$ cat config.mk
export PLATFORM = sky130hd
export DESIGN_NAME = length_prefixed_string_deframer
export DESIGN_NICKNAME = d
export VERILOG_FILES = /design/src/lpsd_pkg.sv /design/src/length_prefixed_string_deframer.sv /design/src/lpsd_core.sv /design/src/lpsd_out_reg.sv
export SDC_FILE = /design/constraint.sdc
export NUM_CORES = 1
export LEC_CHECK = 0
export BUFFER_PORTS_ARGS = -buffer_cell sky130_fd_sc_hd__clkbuf_2
export CORE_ASPECT_RATIO = 1.25
export CORE_UTILIZATION = 60
export DETAILED_ROUTE_END_ITERATION = 16
export GPL_TIMING_DRIVEN = 0
export PLACE_DENSITY = 0.87
export SLEW_MARGIN = 30
export SYNTH_ARGS = -nofsm -noshare
export SYNTH_HDL_FRONTEND = slang
export SYNTH_SLANG_ARGS = --single-unit
$ cat constraint.sdc
create_clock -name clk_i -period 5.9 [get_ports clk_i]
set_input_delay 1.77 -clock clk_i [delete_from_list [all_inputs] [get_ports clk_i]]
set_output_delay 1.77 -clock clk_i [all_outputs]
set_load 0.1 [all_outputs]
$ cat src/lpsd_pkg.sv
`timescale 1ns / 1ps
// ----------------------------------------------------------------------------
// lpsd_pkg
// Types and constants shared by the length-prefixed string deframer.
// ----------------------------------------------------------------------------
package lpsd_pkg;

  localparam int unsigned LenW  = 31;
  localparam int unsigned ByteW = 8;
  localparam int unsigned CntW  = 3;

  localparam logic [CntW-1:0] LastPrefixCnt = 3'd4;
  localparam logic [7:0]      MoreBit       = 8'b1000_0000;
  localparam logic [7:0]      Low7Mask      = 8'b0111_1111;
  localparam logic [7:0]      Low3Mask      = 8'b0000_0111;

  typedef enum logic [1:0] {
    KIND_LENGTH       = 2'd0,
    KIND_PAYLOAD      = 2'd1,
    KIND_FORMAT_ERROR = 2'd2,
    KIND_TRUNCATED    = 2'd3
  } kind_e;

  typedef enum logic [1:0] {
    PHASE_PREFIX  = 2'd0,
    PHASE_PAYLOAD = 2'd1
  } phase_e;

  typedef struct packed {
    kind_e             kind;
    logic [LenW-1:0]   len;
    logic [ByteW-1:0]  pbyte;
    logic              last;
  } result_t;

endpackage

$ cat src/length_prefixed_string_deframer.sv
`timescale 1ns / 1ps
// ----------------------------------------------------------------------------
// length_prefixed_string_deframer
// Path: an accepted byte passes through the input register, then the result register.
// Throughput: one item per cycle; the input stalls only while both registers
// hold an item and the result is stalled.
// Reset: rst_ni clears both valid flags and the decode state at once.
// ----------------------------------------------------------------------------
module length_prefixed_string_deframer import lpsd_pkg::*; (
  input  logic             clk_i,
  input  logic             rst_ni,
  input  logic             in_valid_i,
  output logic             in_stall_o,
  input  logic [ByteW-1:0] data_byte_i,
  input  logic             end_of_data_i,
  output logic             out_valid_o,
  input  logic             out_stall_i,
  output logic [1:0]       result_kind_o,
  output logic [LenW-1:0]  string_length_o,
  output logic [ByteW-1:0] payload_byte_o,
  output logic             is_last_o
);

  logic             in_vld_q, in_vld_d;
  logic [ByteW-1:0] byte_q;
  logic             eod_q;
  logic             accept;
  logic             advance;
  logic             out_free;
  logic             res_vld;
  result_t          res;

  assign advance    = in_vld_q && out_free;
  assign in_stall_o = in_vld_q && !out_free;
  assign accept     = in_valid_i && !in_stall_o;
  assign in_vld_d   = accept || (in_vld_q && !advance);

  always_ff @(posedge clk_i or negedge rst_ni) begin
    if (!rst_ni) begin
      in_vld_q <= 1'b0;
    end else begin
      in_vld_q <= in_vld_d;
    end
  end

  always_ff @(posedge clk_i) begin
    if (accept) begin
      byte_q <= data_byte_i;
      eod_q  <= end_of_data_i;
    end
  end

  lpsd_core u_core (
    .clk_i         (clk_i),
    .rst_ni        (rst_ni),
    .step_i        (advance),
    .data_byte_i   (byte_q),
    .end_of_data_i (eod_q),
    .res_vld_o     (res_vld),
    .res_o         (res)
  );

  lpsd_out_reg u_out (
    .clk_i           (clk_i),
    .rst_ni          (rst_ni),
    .advance_i       (advance),
    .res_vld_i       (res_vld),
    .res_i           (res),
    .free_o          (out_free),
    .out_stall_i     (out_stall_i),
    .out_valid_o     (out_valid_o),
    .result_kind_o   (result_kind_o),
    .string_length_o (string_length_o),
    .payload_byte_o  (payload_byte_o),
    .is_last_o       (is_last_o)
  );

endmodule

$ cat src/lpsd_core.sv
`timescale 1ns / 1ps
// ----------------------------------------------------------------------------
// lpsd_core
// Prefix decode and payload count: one item per step, at most one result.
// ----------------------------------------------------------------------------
module lpsd_core import lpsd_pkg::*; (
  input  logic             clk_i,
  input  logic             rst_ni,
  input  logic             step_i,
  input  logic [ByteW-1:0] data_byte_i,
  input  logic             end_of_data_i,
  output logic             res_vld_o,
  output result_t          res_o
);

  phase_e          phase_q, phase_d;
  logic [LenW-1:0] acc_q, acc_d;
  logic [CntW-1:0] cnt_q, cnt_d;
  logic [LenW-1:0] rem_q, rem_d;

  logic            in_payload;
  logic [LenW-1:0] rem_dec;
  logic [LenW-1:0] acc_new;
  logic [LenW-1:0] low7_ext;
  logic            fifth_bad;
  logic            prefix_done;

  assign in_payload = (phase_q == PHASE_PAYLOAD);
  assign rem_dec    = rem_q - {{(LenW-1){1'b0}}, 1'b1};
  assign low7_ext   = {{(LenW-7){1'b0}}, data_byte_i[6:0]};
  assign fifth_bad  = |(data_byte_i & ~Low3Mask);

  always_comb begin
    case (cnt_q)
      3'd0:    acc_new = acc_q | low7_ext;
      3'd1:    acc_new = acc_q | (low7_ext << 7);
      3'd2:    acc_new = acc_q | (low7_ext << 14);
      3'd3:    acc_new = acc_q | (low7_ext << 21);
      default: acc_new = acc_q | {data_byte_i[2:0], {(LenW-3){1'b0}}};
    endcase
  end

  assign prefix_done = (cnt_q == LastPrefixCnt) ? !fifth_bad
                                                : !(data_byte_i[7]);

  // next state
  always_comb begin
    phase_d = phase_q;
    acc_d   = acc_q;
    cnt_d   = cnt_q;
    rem_d   = rem_q;
    if (step_i) begin
      if (end_of_data_i) begin
        if (in_payload || cnt_q != '0) begin
          phase_d = PHASE_PREFIX;
          acc_d   = '0;
          cnt_d   = '0;
          rem_d   = '0;
        end
      end else begin
        case (phase_q)
          PHASE_PAYLOAD: begin
            rem_d = rem_dec;
            if (rem_dec == '0) phase_d = PHASE_PREFIX;
          end
          default: begin
            if (cnt_q == LastPrefixCnt && fifth_bad) begin
              phase_d = PHASE_PREFIX;
              acc_d   = '0;
              cnt_d   = '0;
              rem_d   = '0;
            end else if (prefix_done) begin
              acc_d   = '0;
              cnt_d   = '0;
              rem_d   = acc_new;
              phase_d = (acc_new != '0) ? PHASE_PAYLOAD : PHASE_PREFIX;
            end else begin
              acc_d = acc_new;
              cnt_d = cnt_q + 3'd1;
            end
          end
        endcase
      end
    end
  end

  // outputs
  always_comb begin
    res_vld_o   = 1'b0;
    res_o.kind  = KIND_LENGTH;
    res_o.len   = '0;
    res_o.pbyte = '0;
    res_o.last  = 1'b0;
    if (step_i) begin
      if (end_of_data_i) begin
        if (in_payload || cnt_q != '0) begin
          res_vld_o  = 1'b1;
          res_o.kind = KIND_TRUNCATED;
          res_o.last = 1'b1;
        end
      end else begin
        case (phase_q)
          PHASE_PAYLOAD: begin
            res_vld_o   = 1'b1;
            res_o.kind  = KIND_PAYLOAD;
            res_o.pbyte = data_byte_i;
            res_o.last  = (rem_dec == '0);
          end
          default: begin
            if (cnt_q == LastPrefixCnt && fifth_bad) begin
              res_vld_o  = 1'b1;
              res_o.kind = KIND_FORMAT_ERROR;
              res_o.last = 1'b1;
            end else if (prefix_done) begin
              res_vld_o  = 1'b1;
              res_o.kind = KIND_LENGTH;
              res_o.len  = acc_new;
              res_o.last = (acc_new == '0);
            end
          end
        endcase
      end
    end
  end

  always_ff @(posedge clk_i or negedge rst_ni) begin
    if (!rst_ni) begin
      phase_q <= PHASE_PREFIX;
      acc_q   <= '0;
      cnt_q   <= '0;
      rem_q   <= '0;
    end else begin
      phase_q <= phase_d;
      acc_q   <= acc_d;
      cnt_q   <= cnt_d;
      rem_q   <= rem_d;
    end
  end

`ifndef SYNTHESIS
  a_cnt_range: assert property (@(posedge clk_i) disable iff (!rst_ni)
    cnt_q <= LastPrefixCnt)
    else $error("prefix count out of range");

  a_payload_state: assert property (@(posedge clk_i) disable iff (!rst_ni)
    phase_q == PHASE_PAYLOAD |-> (rem_q != '0 && cnt_q == '0 && acc_q == '0))
    else $error("payload phase with inconsistent counters");

  a_idle_eod: assert property (@(posedge clk_i) disable iff (!rst_ni)
    (step_i && end_of_data_i && phase_q != PHASE_PAYLOAD && cnt_q == '0)
      |=> ($stable(acc_q) && $stable(rem_q) && cnt_q == '0))
    else $error("end of data between strings changed state");
`endif

endmodule

$ cat src/lpsd_out_reg.sv
`timescale 1ns / 1ps
// ----------------------------------------------------------------------------
// lpsd_out_reg
// Result register: holds one result item until the consumer takes it.
// ----------------------------------------------------------------------------
module lpsd_out_reg import lpsd_pkg::*; (
  input  logic             clk_i,
  input  logic             rst_ni,
  input  logic             advance_i,
  input  logic             res_vld_i,
  input  result_t          res_i,
  output logic             free_o,
  input  logic             out_stall_i,
  output logic             out_valid_o,
  output logic [1:0]       result_kind_o,
  output logic [LenW-1:0]  string_length_o,
  output logic [ByteW-1:0] payload_byte_o,
  output logic             is_last_o
);

  logic    vld_q, vld_d;
  result_t res_q;

  assign free_o = !vld_q || !out_stall_i;

  always_comb begin
    vld_d = vld_q;
    if (advance_i) begin
      vld_d = res_vld_i;
    end else if (vld_q && !out_stall_i) begin
      vld_d = 1'b0;
    end
  end

  always_ff @(posedge clk_i or negedge rst_ni) begin
    if (!rst_ni) begin
      vld_q <= 1'b0;
    end else begin
      vld_q <= vld_d;
    end
  end

  always_ff @(posedge clk_i) begin
    if (advance_i && res_vld_i) begin
      res_q <= res_i;
    end
  end

  assign out_valid_o     = vld_q;
  assign result_kind_o   = res_q.kind;
  assign string_length_o = res_q.len;
  assign payload_byte_o  = res_q.pbyte;
  assign is_last_o       = res_q.last;

endmodule
Yosys cells after proc, flatten, opt, wreduce, memory -nomap -nowiden
Index checks and enable logic that the tools add are counted.

word-level totals
  register bits after elaboration = 120
  bits of input ports = 13

operators by class
  add/sub/neg operators = 2
  equal/unequal tests = 8
  muxes and demuxes = 39
  bitwise operators = 8
  reduce and logical (&&, ||, !) cells = 30

operator list
  operator               number
  $mux 31                9
  $pmux 31 s4            1
  $logic_not 31->1       2
  $or 31x14->31          1
  $or 31x21->31          1
  $or 31x28->31          1
  $or 31x31->31          1
  $or 31x7->31           1
  $reduce_bool 31->1     1
  $sub 31x1->31 const B  1
  $mux 2                 10
  $mux 3                 5
  $mux 1                 14
  $reduce_or 5->1        2
  $logic_and 1x1->1      7
  $logic_not 1->1        7
  $eq 3x2->1 const B     2
  $reduce_and 3->1       2
  $reduce_and 4->1       1
  $reduce_bool 4->1      1
  $add 3x1->3 const B    1
  $eq 3x1->1 const B     1
  $eq 3x3->1 const B     1
  $logic_not 3->1        1
  other kinds (9)        13

Longest topological paths before layout
Gate-level depths: netlist of the first run.

  word-level depth = 9
  depth in mapped cells = 11
  gate-level depth less buffers = 9

Cells and area by module
A second synthesis of the first run with hierarchy kept.

unflattened totals
  cells, all modules = 615
  area, all modules = 5970.7 µm²

by module, submodules not included
  module                           times used  cells an instance  area each (µm²)  seq. area each (µm²)
  lpsd_core                        1           554                4330.4           1651.6
  lpsd_out_reg                     1           46                 1306.3           1286.2
  length_prefixed_string_deframer  1           15                 334.1            295.3

Worst setup path before layout of the first run
Ideal clock, no wire load.

  path kind = input-to-reg
  start point = input port out_stall_i
  end point = register u_core.rem_q[16]
  library setup time = 0.083 ns
  data arrival time = 4.361 ns
  slack = 1.456 ns
  stages = 8
  buffers on the path = 2
  path through = a21bo_2 a21o_1 inv_1 clkbuf_1 nand2_1 clkbuf_1 o22a_1 o21ai_0

between the ends
  cells in the longest elaborated chain, start to end = 4

RTL lines
  element                            line                                   source
  start, declared                    length_prefixed_string_deframer.sv:17  input logic out_stall_i,
  $logic_not 1->1                    lpsd_out_reg.sv:24                     assign free_o = !vld_q || !out_stall_i;
  $logic_or 1x1->1                   lpsd_out_reg.sv:24
  $logic_and 1x1->1                  length_prefixed_string_deframer.sv:33  assign advance = in_vld_q && out_free;
  $reduce_and 3->1 (no source line)  -
  end signal, assigned               lpsd_core.sv:136                       rem_q <= rem_d;
  end, declared                      lpsd_core.sv:19                        logic [LenW-1:0] rem_q, rem_d;

No other way between the ends.
A chain may end at the register's enable or synchronous reset.

Final worst setup path of the first run
  start point = input port out_stall_i
  end point = output port in_stall_o

between the ends
  cells in the longest elaborated chain, start to end = 4

RTL lines
  element            line                                   source
  $logic_not 1->1    lpsd_out_reg.sv:24
  $logic_or 1x1->1   lpsd_out_reg.sv:24
  $logic_not 1->1    length_prefixed_string_deframer.sv:34  assign in_stall_o = in_vld_q && !out_free;
  $logic_and 1x1->1  length_prefixed_string_deframer.sv:34
  end, declared      length_prefixed_string_deframer.sv:13  output logic in_stall_o,

No other way between the ends.

==> flow_summary.yaml, run 1 <==
power_and_ir_drop:
  p_comb_frac: 0.505
  p_leak_nw: 3.02
  switching_share: 0.499
  clkPwrFrac: 0.214
  peakVddDrop_v: 0.000354
  internal_power_mw: 2.32
  switchingPower_mw: 2.31
  seqPwrFrac: 0.282
  power.density_nw_per_um2: 624
clock_network:
  cts_hold_buf: 0
  numCtsBuffers: 17
  clock_path_buffers: 2
  ctsResizeCount: 0
  cts-htree-levels: 4
  cts.sinks: 119
  cts_tree: "built"
  clock_latency_ps: 420
  post-cts-setup-buffer-count: 0
  ctsRootBufferMaster: "clkbuf_16"
  cts.clk_slew.worst_paths_ps: 50
critical_path:
  r2r_end: "u_out.is_last_o$_SDFFCE_PN0P_"
  r2r_start: "u_core.cnt_q[2]$_DFFE_PN0P_"
  critPathMaxFanout: 3
  r2r_cells: 8
  endpoint: "in_stall_o"
  cp.arrival_ps: 2480
  cp.required_ps: 4130
  end_kind: "output port"
  crit_type: "input port to output port"
  reg2reg_slack_ps: 2270
  cp-start-kind: "input port"
  cp-startpoint: "out_stall_i"
flow_run:
  max-cap-violations: 0
yosys:
  synth_commonest_cells: "dfrtp_1 (68), nor2_1 (57), edfxtp_1 (51), nand2_1 (48), clkbuf_1 (42)"
  yosysSeqAreaShare: 0.507
  ys_ff_latch: 119
  synth_area_leaders: "dfrtp_1 (27%), edfxtp_1 (24%), a22o_1 (4.5%)"
  yosysWarnings: 0
  yosysTopAreaCellShare: 0.267
  yosys.area.top_type: "dfrtp_1"
  synthArstFlopShare: 0.571
  syn_area_per_cell_um2: 10.1
  synth_edf_count: 51
  ys_types: 64
  yosysMostFrequentCell: "dfrtp_1"
  syn_area_um2: 6370
  synthesis.nets: 650
  synth_ff_type: "dfrtp_1"
  postSynthCellCount: 630
sta:
  final_hold_viol_count: 0
  worst_slack_ps: 1650
  rsz0062_at_grt: "false"
  max_freq_mhz: 235
  fin_skew_ps: 5.62
  setup_violations: 0
  slew_headroom: 0.378
  finalCriticalPeriod_ps: 4250
  tightest_slew_ps: 926
  final.setup.tns_ps: 0
  maxSlewViolCount: 0
  min_period_over_period: 0.720
hold_path:
  min_path_type: "flop to flop"
grt:
  grt_max_degree: 52
  overflow: 0
  grt_usage: 0.370
  grt_pass1_vias: 5497
  grt_pass1_wl_mm: 29.7
  grt_antenna_before_repair: 0
floorplanning:
  die-width_um: 94.2
  fp-row-count: 41
  start_util: 0.624
  core-area_um2: 10200
  die_h_um: 117
  dieArea_um2: 11000
  pin_count: 57
detailed_routing:
  vias_per_cell: 6.83
  wire_per_inst_um: 23.2
  drtIter0Drc: 600
  ant_nets: 0
  first_pass_iters: 5
  vias: 5791
  drc: 0
  drt_wl_total_mm: 19.7
layout:
  nNetsFinal: 726
  n_antenna_cell: 0
  layout-drive-gt1-share: 0.146
  layout-area-overhead-vs-synth_pct: 16.3
place:
  port_buffers: 56
  dp_hpwl_mm: 13.9
  dp_slack_ps: 1650
  gp_congestion: 0.966
outcome:
  status: "complete, no violations"
## placed cells by master (no fill, tap or decap), types with 8 or more instances in the layout
master / synthesis / final
a21oi_1: 21 / 21
clkbuf_16: 0 / 17
or3_1: 9 / 9
nor2_1: 57 / 57
nor3_1: 23 / 23
or4_1: 9 / 9
dfrtp_1: 68 / 68
and2_1: 11 / 11
nor2b_1: 11 / 11
inv_1: 11 / 11
mux2i_1: 9 / 9
a32o_1: 8 / 8
a22oi_1: 25 / 25
a21o_1: 8 / 8
o21ai_1: 11 / 11
o21ai_0: 30 / 30
nand2_1: 48 / 48
clkbuf_1: 42 / 42
clkbuf_2: 0 / 55
a22o_1: 33 / 33
nor4_1: 27 / 27
edfxtp_1: 51 / 51
nand3_1: 14 / 14
## registers in the layout, summed over array words and instances (netlist names)
name and flops:
byte_q 8, eod_q 1, in_vld_q 1, u_core.acc_q 31, u_core.cnt_q 3, u_core.phase_q 1
u_core.rem_q 31, u_out.is_last_o 1, u_out.out_valid_o 1, u_out.payload_byte_o 8, u_out.result_kind_o 2, u_out.string_length_o 31
## cells by family (layout without fill, tap and decap cells)
kind of cell,after synthesis,after routing,synth area share
xor gates and xnor gates,9,9,0.0124
adders and majority gates,7,7,0.0137
muxes,12,12,0.0194
buffers and inverters,62,151,0.0389
and+or+nand+nor,239,239,0.198
AOI/OAI and AO/OA,182,182,0.211
DFF,119,119,0.507
## final cells by class
type,instances,area (um^2)
buffer,51,210
clock buffer,18,429
tap,129,161
fill,733,2790
timing repair buffer,57,303
sequential,119,3230
multi-input combinational,449,2900
clock inverter,14,135
inverter,11,41.3
## stage by stage
stage                     std cells  power, mW  utilization  hold WS (ps)  area [um^2]
after floorplan                 630       3.02            -           451         6370
after global placement          815       3.52        0.668           468         6820
after detailed placement        816       3.58        0.671           468         6850
after CTS                       848       4.58        0.726           492         7410
after global routing            848       4.82        0.726           512         7410
final                           848       4.63        0.726           495         7410
## how the worst min path moves through the flow
stage	start	end	cells after the start
2_1_floorplan	u_core.rem_q[27]$_DFFE_PN0P_	u_core.rem_q[27]$_DFFE_PN0P_	1
3_3_place_gp	u_core.rem_q[27]$_DFFE_PN0P_	u_core.rem_q[27]$_DFFE_PN0P_	1
3_5_place_dp	u_core.rem_q[27]$_DFFE_PN0P_	u_core.rem_q[27]$_DFFE_PN0P_	1
4_1_cts	u_core.rem_q[27]$_DFFE_PN0P_	u_core.rem_q[27]$_DFFE_PN0P_	1
5_1_grt	u_core.rem_q[27]$_DFFE_PN0P_	u_core.rem_q[27]$_DFFE_PN0P_	1
6_report	u_core.rem_q[27]$_DFFE_PN0P_	u_core.rem_q[27]$_DFFE_PN0P_	1
## layer usage
metal / GRT usage / wire [um]
met3: 0.0885 / 1650
met2: 0.619 / 9910
met1: 0.436 / 7170
met4: 0.213 / 924
met5: 0 / 0
## power by group through the flow
stage                     combinational [mW]  sequential (mW)  clock [mW]
final                                   2.34             1.30       0.990
after global routing                    2.47             1.33        1.02
after CTS                               2.29             1.30       0.985
after detailed placement                2.27             1.31           0
after global placement                  2.22             1.30           0
after floorplan                         1.17             1.85           0
## critical path, cell delays in order
cell and delay, ps:
clkbuf_2 100, nand3_1 100, inv_1 70, clkbuf_2 440
Power figures use the tool's default switching activity.
==> run 2, diff against run 1 <==
--- a/config.mk
+++ b/config.mk
@@ -7,10 +7,10 @@
 export LEC_CHECK = 0
 export BUFFER_PORTS_ARGS = -buffer_cell sky130_fd_sc_hd__clkbuf_2
 export CORE_ASPECT_RATIO = 1.25
-export CORE_UTILIZATION = 60
+export CORE_UTILIZATION = 54
 export DETAILED_ROUTE_END_ITERATION = 16
 export GPL_TIMING_DRIVEN = 0
-export PLACE_DENSITY = 0.87
+export PLACE_DENSITY = 0.83
 export SLEW_MARGIN = 30
 export SYNTH_ARGS = -nofsm -noshare
 export SYNTH_HDL_FRONTEND = slang
==> constraint.sdc (replaced) <==
create_clock -name clk_i -period 3.8 [get_ports clk_i]
set_input_delay 1.14 -clock clk_i [delete_from_list [all_inputs] [get_ports clk_i]]
set_output_delay 1.14 -clock clk_i [all_outputs]
set_load 0.1 [all_outputs]
==> run 2 against run 1 <==
Sequential share of layout area is 0.24 points lower. Design area grew 0.56%. Critical path depth is 4 higher. Wire length fell by 0.44%. Critical path type is now flop to flop. Combinational power increased by 53%. Die area up 11%. First-iteration DRC count fell by 4.5%. Clock skew is 2.7 ps higher. Critical endpoint is now u_out.is_last_o$_SDFFCE_PN0P_.
==> flow_summary.yaml, run 2 (same netlist as run 1, synthesis figures left out) <==
layout:
  n_antenna_cell: 0
  final_cell_mix: "dfrtp_1 (68), nor2_1 (57), clkbuf_2 (55), edfxtp_1 (51), nand2_1 (48)"
  mostFrequentLayoutCell: "dfrtp_1"
  layout-drive-gt1-share: 0.145
  layout-area-overhead-vs-synth_pct: 17.0
  nNetsFinal: 726
  stdcell_count: 857
sta:
  slew_headroom: 0.429
  final_hold_viol_count: 0
  max_freq_mhz: 271
  setup_violations: 0
  min_period_over_period: 0.970
  maxSlewViolCount: 0
  final.setup.tns_ps: 0
  fin_skew_ps: 8.33
  rsz0062_at_grt: "false"
  tightest_slew_ps: 850
  whs_ps: 499
  finalCriticalPeriod_ps: 3690
power_and_ir_drop:
  internal_power_mw: 3.70
  p_leak_nw: 3.05
  seqPwrFrac: 0.280
  power.density_nw_per_um2: 972
  switching_share: 0.489
  switchingPower_mw: 3.54
  peakVddDrop_v: 0.000448
  p_comb_frac: 0.496
  clkPwrFrac: 0.224
grt:
  grt_antenna_before_repair: 0
  overflow: 0
  grt_pass1_wl_mm: 30.2
  grt_max_degree: 52
  grt_pass1_vias: 5624
  grt_usage: 0.333
critical_path:
  crit_type: "flop to flop"
  slowest_stage: "nor4_2"
  cp-start-kind: "flop"
  max_stage_delay_ps: 770
  worst-path-stages: 8
  cp.required_ps: 4060
  cp-startpoint: "u_core.cnt_q[2]$_DFFE_PN0P_"
  cp.arrival_ps: 3950
  r2r_cells: 8
  reg2reg_slack_ps: 110
  critPathBufInv: 3
  end_kind: "flop"
  critPathMaxFanout: 10
  r2r_start: "u_core.cnt_q[2]$_DFFE_PN0P_"
  crit_family: "compound AO/OA/AOI/OAI gates"
  endpoint: "u_out.is_last_o$_SDFFCE_PN0P_"
  cp_cell_sequence: "buf_2 > buf_1 > inv_1 > ha_1 > nor4_2 > o221ai_1 > a2111oi_0 > o2bb2ai_2"
  r2r_end: "u_out.is_last_o$_SDFFCE_PN0P_"
clock_network:
  cts.sinks: 119
  cts_tree: "built"
  ctsRootBufferMaster: "clkbuf_16"
  clock_latency_ps: 430
  clock_path_buffers: 2
  cts_hold_buf: 0
  cts.clk_slew.worst_paths_ps: 60
  cts-htree-levels: 4
  numCtsBuffers: 17
  post-cts-setup-buffer-count: 0
  ctsResizeCount: 0
flow_run:
  max-cap-violations: 0
detailed_routing:
  wire_per_inst_um: 22.8
  ant_nets: 0
  vias_per_cell: 6.76
  drc: 0
  vias: 5794
  drt_wl_total_mm: 19.6
  drtIter0Drc: 573
  first_pass_iters: 6
floorplanning:
  start_util: 0.551
  die_h_um: 123
  die-width_um: 99.2
  core-area_um2: 11600
  pin_count: 57
  dieArea_um2: 12200
  fp-row-count: 44
place:
  port_buffers: 56
  dp_hpwl_mm: 13.7
  dp.cells: 825
  gp_congestion: 0.989
outcome:
  status: "complete, no violations"
hold_path:
  hp-start: "u_core.acc_q[30]$_DFFE_PN0P_"
  min_path_type: "flop to flop"
-- run 2: cell count changes in the layout (fill, tap and decap cells not counted) --
cell	delta
clkinvlp_4	-3
clkbuf_1	+2
clkbuf_8	+2
bufinv_16	+1
clkinv_1	-1
clkinv_4	-1
-- run 2: final cells by class --
cell class | count | area, um^2
multi-input cells | 449 | 2900
flip-flops and latches | 119 | 3230
repair buffers | 57 | 303
clock buffers | 22 | 464
well taps | 138 | 173
plain buffers | 51 | 210
fillers | 895 | 4110
inverters | 11 | 41.3
clock inverters | 10 | 130
-- run 2: per-stage QoR --
stage | total power [mW] | setup WS [ps] | util | instance area (um^2)
2_1_floorplan | 4.69 | 728 | - | 6370
3_3_place_gp | 5.45 | 24.9 | 0.591 | 6830
3_5_place_dp | 5.52 | 250 | 0.594 | 6860
4_1_cts | 7.15 | 243 | 0.645 | 7460
5_1_grt | 7.53 | 13.2 | 0.645 | 7460
6_report | 7.25 | 114 | 0.645 | 7460
-- run 2: power by group through the flow --
stage / clock network [mW] / registers [mW] / logic [mW]
2_1_floorplan: 0 / 2.87 / 1.81
3_3_place_gp: 0 / 2.02 / 3.43
3_5_place_dp: 0 / 2.04 / 3.49
4_1_cts: 1.62 / 2.02 / 3.52
5_1_grt: 1.68 / 2.06 / 3.80
6_report: 1.63 / 2.03 / 3.59
-- run 2: per-layer routing --
layer,vias up,GRT usage,share of wire
met2,371,0.557,0.49
met3,103,0.0684,0.089
met1,2785,0.406,0.37
li1,2535,-,-
met4,0,0.182,0.049
met5,-,0,0
-- run 2: worst reg2reg max path, stage by stage (launching register included) --
cell	delay, ps
dfrtp_1	330
buf_2	210
buf_1	440
inv_1	180
ha_1	330
nor4_2	770
o221ai_1	340
a2111oi_0	720
o2bb2ai_2	200
-- run 2: how the worst min path moves through the flow --
stage | to | slack [ps] | cells after the start
finish | u_core.acc_q[30]$_DFFE_PN0P_ | 500 | 1
global route | u_core.rem_q[27]$_DFFE_PN0P_ | 540 | 1
CTS | u_core.acc_q[30]$_DFFE_PN0P_ | 500 | 1
detailed placement | u_core.acc_q[30]$_DFFE_PN0P_ | 490 | 1
global placement | u_core.rem_q[27]$_DFFE_PN0P_ | 470 | 1
floorplan | u_core.rem_q[27]$_DFFE_PN0P_ | 450 | 1
